--- src/rtl/pis_pkg.sv ---
`default_nettype none

package pis_pkg;

  localparam int unsigned MAX_COUNT      = 255;
  localparam int unsigned PROB_FRAC_BITS = 48;

  localparam int unsigned RATE_W  = 16;
  localparam int unsigned UNI_W   = 32;
  localparam int unsigned RATE_FB = 11;
  localparam int unsigned NUM_C   = 16;
  localparam int unsigned DVD_W   = 64 + RATE_W - RATE_FB;
  localparam int unsigned DBIT_W  = $clog2(DVD_W + 1);

  typedef logic [63:0] ctab_t [NUM_C];

  function automatic logic [63:0] mul_q62(logic [63:0] a, logic [63:0] b);
    logic [127:0] prod;
    prod = 128'(a) * 128'(b) + (128'(1) << 61);
    return prod[125:62];
  endfunction

  function automatic logic [63:0] exp_neg_pow2(int unsigned sh);
    logic [63:0] t;
    logic [63:0] pos;
    logic [63:0] neg;
    logic        stop;
    t    = 64'(1) << 62;
    pos  = t;
    neg  = '0;
    stop = 1'b0;
    for (int unsigned n = 1; n < 64; n++) begin
      if (!stop) begin
        t = (t >> sh) / 64'(n);
        if (t == '0) begin
          stop = 1'b1;
        end else if (n % 2 == 1) begin
          neg = neg + t;
        end else begin
          pos = pos + t;
        end
      end
    end
    return pos - neg;
  endfunction

  function automatic ctab_t build_ctab();
    ctab_t c;
    for (int unsigned k = 0; k < 12; k++) begin
      c[k] = exp_neg_pow2(11 - k);
    end
    for (int unsigned k = 12; k < NUM_C; k++) begin
      c[k] = mul_q62(c[k-1], c[k-1]);
    end
    return c;
  endfunction

  localparam ctab_t C_TAB = build_ctab();

  typedef struct packed {
    logic load;
    logic k_inc;
    logic acc_clr;
    logic mul_p;
    logic mul_step;
    logic e_round;
    logic p_init;
    logic cnt_inc;
    logic div_init;
    logic div_step;
    logic p_update;
    logic out_load;
    logic out_sat;
  } pis_cmd_t;

  typedef struct packed {
    logic k_done;
    logic rate_bit;
    logic part_last;
    logic div_last;
    logic at_least;
    logic cnt_max;
  } pis_stat_t;

endpackage

`default_nettype wire

--- src/rtl/pis_ctrl.sv ---
`default_nettype none

module pis_ctrl (
  input  wire logic               clk_i,
  input  wire logic               rst_ni,
  input  wire logic               in_valid_i,
  output logic                    in_ready_o,
  output logic                    out_valid_o,
  input  wire logic               out_ready_i,
  input  wire pis_pkg::pis_stat_t stat_i,
  output pis_pkg::pis_cmd_t       cmd_o
);
  import pis_pkg::*;

  typedef enum logic [9:0] {
    S_IDLE    = 10'b0000000001,
    S_EXP_CHK = 10'b0000000010,
    S_EXP_MUL = 10'b0000000100,
    S_EXP_RND = 10'b0000001000,
    S_PINIT   = 10'b0000010000,
    S_TEST    = 10'b0000100000,
    S_PMUL    = 10'b0001000000,
    S_DIVINIT = 10'b0010000000,
    S_DIV     = 10'b0100000000,
    S_DONE    = 10'b1000000000
  } state_e;

  state_e state_q, state_d;
  logic   ovalid_q, ovalid_d;
  logic   sat_q, sat_d;
  logic   out_free;
  logic   upd_pending_q, upd_pending_d;

  assign out_free    = !ovalid_q || out_ready_i;
  assign in_ready_o  = (state_q == S_IDLE);
  assign out_valid_o = ovalid_q;

  always_comb begin
    state_d = state_q;
    sat_d   = sat_q;
    cmd_o   = '0;
    ovalid_d = ovalid_q && !out_ready_i;
    unique case (state_q)
      S_IDLE: begin
        if (in_valid_i) begin
          cmd_o.load = 1'b1;
          state_d    = S_EXP_CHK;
        end
      end
      S_EXP_CHK: begin
        if (stat_i.k_done) begin
          state_d = S_PINIT;
        end else if (stat_i.rate_bit) begin
          cmd_o.acc_clr = 1'b1;
          state_d       = S_EXP_MUL;
        end else begin
          cmd_o.k_inc = 1'b1;
        end
      end
      S_EXP_MUL: begin
        cmd_o.mul_step = 1'b1;
        if (stat_i.part_last) begin
          state_d = S_EXP_RND;
        end
      end
      S_EXP_RND: begin
        cmd_o.e_round = 1'b1;
        cmd_o.k_inc   = 1'b1;
        state_d       = S_EXP_CHK;
      end
      S_PINIT: begin
        cmd_o.p_init = 1'b1;
        state_d      = S_TEST;
      end
      S_TEST: begin
        if (!stat_i.at_least) begin
          sat_d   = 1'b0;
          state_d = S_DONE;
        end else if (stat_i.cnt_max) begin
          sat_d   = 1'b1;
          state_d = S_DONE;
        end else begin
          cmd_o.cnt_inc = 1'b1;
          cmd_o.acc_clr = 1'b1;
          state_d       = S_PMUL;
        end
      end
      S_PMUL: begin
        cmd_o.mul_p    = 1'b1;
        cmd_o.mul_step = 1'b1;
        if (stat_i.part_last) begin
          state_d = S_DIVINIT;
        end
      end
      S_DIVINIT: begin
        cmd_o.div_init = 1'b1;
        state_d        = S_DIV;
      end
      S_DIV: begin
        cmd_o.div_step = 1'b1;
        if (stat_i.div_last) begin
          state_d = S_TEST;
        end
      end
      S_DONE: begin
        if (out_free) begin
          cmd_o.out_load = 1'b1;
          cmd_o.out_sat  = sat_q;
          ovalid_d       = 1'b1;
          state_d        = S_IDLE;
        end
      end
      default: begin
        state_d = S_IDLE;
      end
    endcase
    if (state_q == S_TEST && upd_pending_q) begin
      cmd_o          = '0;
      cmd_o.p_update = 1'b1;
      state_d        = S_TEST;
    end
  end

  assign upd_pending_d = (state_q == S_DIV) && stat_i.div_last;

  always_ff @(posedge clk_i or negedge rst_ni) begin
    if (!rst_ni) begin
      state_q       <= S_IDLE;
      ovalid_q      <= 1'b0;
      sat_q         <= 1'b0;
      upd_pending_q <= 1'b0;
    end else begin
      state_q       <= state_d;
      ovalid_q      <= ovalid_d;
      sat_q         <= sat_d;
      upd_pending_q <= upd_pending_d;
    end
  end

`ifndef SYNTHESIS
  a_out_only_done: assert property (@(posedge clk_i) disable iff (!rst_ni)
    $rose(ovalid_q) |-> $past(state_q == S_DONE))
    else $error("result raised outside completion");
  a_upd_follows_div: assert property (@(posedge clk_i) disable iff (!rst_ni)
    upd_pending_q |-> (state_q == S_TEST))
    else $error("update not in test state");
  a_load_idle: assert property (@(posedge clk_i) disable iff (!rst_ni)
    cmd_o.load |=> (state_q == S_EXP_CHK))
    else $error("load did not start exponent");
`endif

endmodule

`default_nettype wire

--- config.mk ---
export PLATFORM = sky130hd
export DESIGN_NAME = pis_ctrl
export DESIGN_NICKNAME = d
export VERILOG_FILES = /design/src/rtl/pis_pkg.sv /design/src/rtl/pis_ctrl.sv
export SDC_FILE = /design/constraint.sdc
export NUM_CORES = 1
export LEC_CHECK = 0
export BUFFER_PORTS_ARGS = -buffer_cell sky130_fd_sc_hd__buf_2
export CORE_UTILIZATION = 50
export DETAILED_ROUTE_END_ITERATION = 8
export PLACE_DENSITY = 0.77
export SLEW_MARGIN = 30
export SYNTH_ARGS = -nofsm -noshare
export SYNTH_HDL_FRONTEND = slang
export SYNTH_SLANG_ARGS = --single-unit
--- constraint.sdc ---
create_clock -name clk_i -period 2.64 [get_ports clk_i]
set_input_delay 0.528 -clock clk_i [delete_from_list [all_inputs] [get_ports clk_i]]
set_output_delay 0.528 -clock clk_i [all_outputs]
set_load 0.005 [all_outputs]
== Word level (Yosys, flattened, before mapping) ==
Cells that the tools add are included.
Word-level totals
  output and inout port bits: 15
  register bits: 13
  word-level logic and storage cells: 64
  input port bits: 10
Operators by class
  mux-type cells: 34
  eq/ne operators: 17
  reductions and logical operators: 9
Operators with widths (number)
  two-way mux 10 bit: 10
  case mux 10 bit (10 select lines): 1
  two-way mux 1 bit: 17
  two-way mux 13 bit: 1
  != test 3 bit (second input constant): 4
  equality test 10 x 1 -> 1 bit (second input constant): 1
  equality test 10 bit (second input constant): 1
  equality test 10 x 2 -> 1 bit (second input constant): 1
  equality test 10 x 3 -> 1 bit (second input constant): 1
  equality test 10 x 4 -> 1 bit (second input constant): 1
  equality test 10 x 5 -> 1 bit (second input constant): 1
  equality test 10 x 6 -> 1 bit (second input constant): 1
  equality test 10 x 7 -> 1 bit (second input constant): 1
  equality test 10 x 8 -> 1 bit (second input constant): 1
  equality test 10 x 9 -> 1 bit (second input constant): 1
  two-way mux 2 bit: 3
  AND reduction 6 bit: 1
  != test 4 bit (second input constant): 1
  case mux 1 bit (2 select lines): 2
  logical AND 1 bit: 3
  != test 3 x 2 -> 1 bit (second input constant): 1
  zero test 1 bit: 2
  != test 2 bit (second input constant): 1
  AND reduction 2 bit: 1
  other kinds (2): 2

== Longest topological paths before layout ==
Gate-level depths: netlist of the first run.
  depth in word-level cells: 5
  mapped depth: 6
  mapped depth without buffers: 5

== Worst setup path before layout of the first run ==
OpenSTA, ideal clock, no wires.
  path type: register to output
  from: register state_q[6]
  to: output port cmd_o[10] in the netlist's numbering
  stages on the path, launching flop included: 6
  slack: 0.582 ns
  arrival time: 1.530 ns
  path buffers: 0
  required time: 2.112 ns
  cells stage by stage: dfrtp_1 > nor4_4 > nand2_2 > nor4_4 > and2_2 > nor2_1
RTL lines
  start: declaration: line pis_ctrl.sv:28  | state_e state_q, state_d;
  start signal: assignment: line pis_ctrl.sv:133  | state_q <= state_d;
  end: declaration: line pis_ctrl.sv:11  | output pis_pkg::pis_cmd_t cmd_o

==> results of run 1 <==
[power by group through the flow]
stage          Combinational [W]  Sequential [W]  Clock, W
2_1_floorplan           0.000242        0.000245         0
3_3_place_gp            0.000269        0.000280         0
3_5_place_dp            0.000278        0.000282         0
4_1_cts                 0.000278        0.000278  0.000128
5_1_grt                 0.000331        0.000285  0.000136
6_report                0.000297        0.000280  0.000126
[layer usage]
| layer | routed length (microns) | part of all wire, % |
|---|---|---|
| met5 | 0 | 0 |
| met4 | 38 | 1.8 |
| met3 | 126 | 6.0 |
| met2 | 1010 | 48 |
| met1 | 929 | 44 |
[placed cells by master, fill, tap and decap left out, drive strengths merged, types with 2 or more instances in the layout]
cell / count
a21oi: 5
and2: 5
and3: 2
buf: 29
clkbuf: 4
dfrtp: 12
inv: 5
nand2: 7
nand2b: 3
nand3: 3
nand4b: 2
nor2: 11
nor2b: 2
nor3: 4
nor3b: 3
nor4: 4
nor4b: 2
o21ai: 5
o21bai: 2
xor2: 3
[area by class of cell]
class	instances	share of cell area (%)
timing repair buffer	29	14.4
clock buffer	4	2.41
tap	24	2.75
multi-input combinational	78	48.7
inverter	5	1.72
sequential	13	30.0
[flip-flops by register name, summed over array words and instances, names as in the netlist]
register,cells
state_q,10
sat_q,1
upd_pending_q,1
out_valid_o,1
[critical path, stage by stage, from the launching register on]
cell and delay, ns:
dfrtp_1 0.49, nor4_4 0.39, buf_4 0.18, nand3_1 0.09, or3b_1 0.42, nand2_1 0.07
buf_2 0.10
[final timing paths]
kind / from / endpoint / slack, ns / cells past startpoint
max in group asynchronous: rst_ni / state_q[0] / 2.24 / 1
min in group clk_i: stat_i[2] / state_q[8] / 0.46 / 2
min reg2reg: out_valid_o / out_valid_o / 0.53 / 2
min: rst_ni / upd_pending_q / 0.12 / 1
max reg2reg: state_q[9] / state_q[6] / 0.66 / 6
max: state_q[4] / cmd_o[8] / 0.10 / 6
[kinds of logic after synthesis]
kind of cell / count (synthesis) / share of synthesized area (%)
AO/OA/AOI/OAI: 19 / 13.7
XOR/XNOR: 3 / 2.94
buffers and inverters: 8 / 4.62
flip-flops: 13 / 36.6
AND/OR/NAND/NOR: 56 / 42.2
[stage by stage]
stage                TNS, ns  power (W)
floorplan                  0   0.000487
detailed placement         0   0.000559
CTS                        0   0.000684
finish                     0   0.000704
global placement           0   0.000550
global route        -0.00489   0.000752
[what timing repair did]
action                                  CTS  global route
hold buffers                              0             0
setup buffers                             0             4
gates resized for setup                   0             2
hold endpoints to repair                  0             0
endpoints found under the setup margin    0             5
==> results.cfg, run 1 <==
[synthesis]
synth_flop_cell = dfrtp_1
yosysMostFrequentCell = dfrtp_1
synth_area_leaders = dfrtp_1 34%, nor4_4 7.1%, nor2_1 4.6%
yosysTopAreaCellShare_pct = 33.6
synth_edf_count = 0
synth_cell_types = 41
synth_nets = 109
seq_area_frac_synth_pct = 36.6
avgSynthCellArea_sq_um = 9.02
ys_async_sr_fraction_pct = 100
yosys-top-cells-count = 12 x dfrtp_1, 11 x nor2_1, 6 x nand2_1
synth_area_sq_um = 893
syn_inst = 99
synth_top_area_cell = dfrtp_1
ys_ff_latch = 13
yosysWarnings = 0

[finish]
register_area_sq_um = 328
fill_cells = 135
multi_input_area_sq_um = 532
layout-drive-gt1-share_pct = 35.7
syn_to_final_growth_pct = 22.3
finish.utilization_pct = 68.5
final_cell_area_sq_um = 1090
stdcell_count = 153
nets = 140
n_antenna_cell = 0

[timing]
setup_violations = 0
hold_violations = 0
max_freq_ghz = 0.394
maxSlewHeadroom_pct = 75.3
worst_pin_slew_ns = 0.368
clock_skew_ns = 0.00180
maxSlewViolCount = 0
holdWs_ns = 0.121
fin_crit_ns = 2.54
period_share_pct = 96.1
setup_slack_ns = 0.102

[drt]
finalWirelength_mm = 2.10
remaining_drc_errors = 0
viasPerCell = 5.49
avgRoutedWirePerCell_microns = 13.8
drtAntennaViolNets = 0
first_iter_violations = 12
vias = 840
drt-pass1-iter-count = 4

[setup_path]
worstSetupPathType = reg2out
cp_data_required_time_ns = 2.11
cp_max_fo = 7
cp-end-kind = output port
critPathLaunchType = flop
cp.arrival_ns = 2.01

[power]
internal-power_w = 0.000438
pwr-share-clk_pct = 17.9
swShare_pct = 37.8
p_per_area_nw_per_um2 = 644
ir_drop_uv = 491
p_leak_nw = 0.577
pwr-share-comb_pct = 42.3
power.share.sequential_pct = 39.8
switching_power_w = 0.000266

[grt]
grt_usage_pct = 25.1
overflow = 0
grt_max_degree = 14
antenna_found_initial = 0
grt_pass1_vias = 804
grtUsageMet3_pct = 4.49
grt_pass1_wl_mm = 3.49
grt_most_used_layer = met2
use_met2_pct = 38.5
met1_usage_pct = 33.6

[clock_tree]
cts_buffer_depth = 2
tritoncts = done
cts-buffers-inserted = 3
cts_root_buf = clkbuf_4
cts.sinks = 13
clk_pin_slew_ns = 0.08
cts_max_level = 1
clk_latency_ns = 0.28

[floorplanning]
fp.dieH_microns = 44.3
start_util_pct = 56.0
num_rows = 14
dieWidth_microns = 44.3
core_sq_um = 1590
ios = 25
die-area_sq_um = 1960

[placement]
dp_hpwl_mm = 1.61
place_congestion = 0.797
port-buffer-count = 24
placed_cells = 145
post-place-ws_ns = 0.324
dpl_cell_area_sq_um = 1030

[worst_hold_path]
hp-class = in2async

[status]
status = finished, final reports clean

[run]
cap_viol_max_count = 0
No activity file was read; power rests on OpenSTA's default activity.
==> inputs of run 2 (changes only) <==
--- a/config.mk
+++ b/config.mk
@@ -5,10 +5,12 @@
 export SDC_FILE = /design/constraint.sdc
 export NUM_CORES = 1
 export LEC_CHECK = 0
+export ABC_AREA = 1
 export BUFFER_PORTS_ARGS = -buffer_cell sky130_fd_sc_hd__buf_2
-export CORE_UTILIZATION = 50
+export CORE_UTILIZATION = 55
+export CTS_BUF_LIST = sky130_fd_sc_hd__clkbuf_8
 export DETAILED_ROUTE_END_ITERATION = 8
-export PLACE_DENSITY = 0.77
+export PLACE_DENSITY = 0.82
 export SLEW_MARGIN = 30
 export SYNTH_ARGS = -nofsm -noshare
 export SYNTH_HDL_FRONTEND = slang
==> run 2 against run 1 <==
Effect of this change: hold slack improved by 0.048 ns; combinational power up 63%; maximum frequency up 21%; synthesized area is 15% higher; critical endpoint is now cmd_o[5]; clock-buffer cell count is 1 lower; register-to-register slack gained 0.48 ns; largest power group unchanged; synthesized cell count grew 54%.
==> results.cfg, run 2 <==
[clock_tree]
cts_setup_buffers = 0
clk_pin_slew_ns = 0.06
postCtsHoldBufs = 0
tritoncts = done
cts.sinks = 13
ctsResizeCount = 0
cts_buffer_depth = 2
cts-buffers-inserted = 3
cts_root_buf = clkbuf_8
clk_latency_ns = 0.25
cts_max_level = 1

[floorplanning]
num_rows = 15
ios = 25
core_sq_um = 1730
dieWidth_microns = 45.1
fp.dieH_microns = 45.1
start_util_pct = 59.3
die-area_sq_um = 2040

[timing]
clock_skew_ns = 0.00660
maxSlewViolCount = 0
fin_setup_tns_ns = 0
period_share_pct = 79.4
hold_violations = 0
setup_violations = 0
fin_crit_ns = 2.10
maxSlewHeadroom_pct = 78.2
max_freq_ghz = 0.477
worst_pin_slew_ns = 0.327
rsz0062_at_grt = no

[finish]
layout_commonest_cell = nand2_1
syn_to_final_growth_pct = 19.2
largest_reg_flops = 10
layout-drive-gt1-share_pct = 30.6
mostFrequentLayoutCells = 33 x nand2_1, 29 x inv_1, 27 x nor2_1
stdcell_count = 205
largest_register = state_q
n_antenna_cell = 0
nets = 191

[grt]
antenna_found_initial = 0
overflow = 0
grt_pass1_wl_mm = 4.03
grt_usage_pct = 27.5
grt_pass1_vias = 985
grt_max_degree = 14

[synthesis]
muxShareOfSynthArea_pct = 0
seq_area_frac_synth_pct = 31.9
synth_compound_area_share_pct = 4.03
synthAdderAreaFrac_pct = 0
synth_area_leaders = dfrtp_1 29%, nand2_1 12%, inv_1 10%
yosysTopAreaCellShare_pct = 29.3
yosysWarnings = 0
synth_edf_count = 0
synth-xor-area-share_pct = 0
ys_ff_latch = 13
synth_top_family_by_area = simple AND/OR/NAND/NOR gates
syn_inst = 152
synth_cell_types = 25
yosysMostFrequentCell = nand2_1
synth_area_sq_um = 1020
ys_async_sr_fraction_pct = 100
synth_top_area_cell = dfrtp_1
synth_flop_cell = dfrtp_1
avgSynthCellArea_sq_um = 6.73
synth_nets = 162
yosys-top-cells-count = 33 x nand2_1, 28 x inv_1, 27 x nor2_1
synth-simple-area-share_pct = 50.9

[drt]
remaining_drc_errors = 0
drtAntennaViolNets = 0
drt-pass1-iter-count = 4
vias = 1010
first_iter_violations = 41
avgRoutedWirePerCell_microns = 11.8
finalWirelength_mm = 2.42
viasPerCell = 4.93

[setup_path]
worstSetupPathType = reg2out
cp_max_fo = 10
critPathLaunchType = flop
cp_data_required_time_ns = 2.11
cp.arrival_ns = 1.57
cp-end-kind = output port

[run]
cap_viol_max_count = 0

[power]
ir_drop_uv = 576
p_per_area_nw_per_um2 = 762
p_leak_nw = 0.735

[placement]
place_congestion = 0.927
port-buffer-count = 24
placed_cells = 201
dp_hpwl_mm = 1.93

[worst_hold_path]
hp-class = in2async

[status]
status = finished, final reports clean
==> run 2: changes by cell type after synthesis, moves of 4 or more <==
cell     change
a21oi_1      -4
inv_1       +24
inv_2        +4
nand2_1     +27
nand3_2      +4
nand4_1      +4
nor2_1      +16
nor2_2       +4
==> run 2: cell families after synthesis <==
group | after synthesis
compound gates | 6
buf+inv | 35
flops | 13
simple gates | 98
==> run 2: per-stage QoR <==
step | worst slack, ns | util (%) | instance area, sq um | total power, W | hold slack, ns
2_1_floorplan | 1.00 | - | 1020 | 0.000634 | 0.232
3_3_place_gp | 0.827 | 68.0 | 1170 | 0.000730 | 0.433
3_5_place_dp | 0.818 | 68.0 | 1170 | 0.000746 | 0.435
4_1_cts | 0.548 | 70.7 | 1220 | 0.000931 | 0.174
5_1_grt | 0.391 | 70.7 | 1220 | 0.00100 | 0.187
6_report | 0.544 | 70.7 | 1220 | 0.000930 | 0.169
==> run 2: area by class of cell <==
cell class | count | area [sq um]
inverter | 34 | 128
sequential | 13 | 327
fill | 144 | 507
tap | 25 | 31.3
multi-input combinational | 104 | 562
clock buffer | 3 | 41.3
timing repair buffer | 25 | 128
clock inverter | 1 | 3.75
==> run 2: worst paths after layout <==
kind | from | end | slack [ns] | depth (start not counted)
min reg2reg | state_q[2] | state_q[2] | 0.52 | 2
min | rst_ni | out_valid_o | 0.17 | 1
max | state_q[8] | cmd_o[5] | 0.54 | 7
max in group asynchronous | rst_ni | state_q[0] | 2.17 | 1
min in group clk_i | out_ready_i | out_valid_o | 0.49 | 2
max reg2reg | state_q[0] | state_q[6] | 1.14 | 9
==> run 2: report_power, final <==
| group | total, W | internal (W) | switching [W] | leakage, nW |
|---|---|---|---|---|
| Combinational | 0.000483 | 0.000168 | 0.000315 | 0.534 |
| Clock | 0.000178 | 0.000103 | 0.0000750 | 0.0269 |
| Sequential | 0.000269 | 0.000240 | 0.0000289 | 0.174 |
| Total | 0.000930 | 0.000510 | 0.000419 | 0.735 |
==> run 2: worst max-delay path: stages, from the launching register on <==
cell     delay (ns)
dfrtp_1        0.40
nor2_2         0.12
buf_4          0.19
nand2_2        0.09
nor3_2         0.16
nand2_1        0.08
nor2_1         0.14
buf_2          0.14
==> run 2: layer usage <==
layer	GRT usage (%)	vias to the layer above	routed length [microns]
met3	4.80	8	113
met5	0	-	0
met1	35.2	440	1040
met4	7.88	0	58
met2	47.0	40	1210
li1	-	522	-
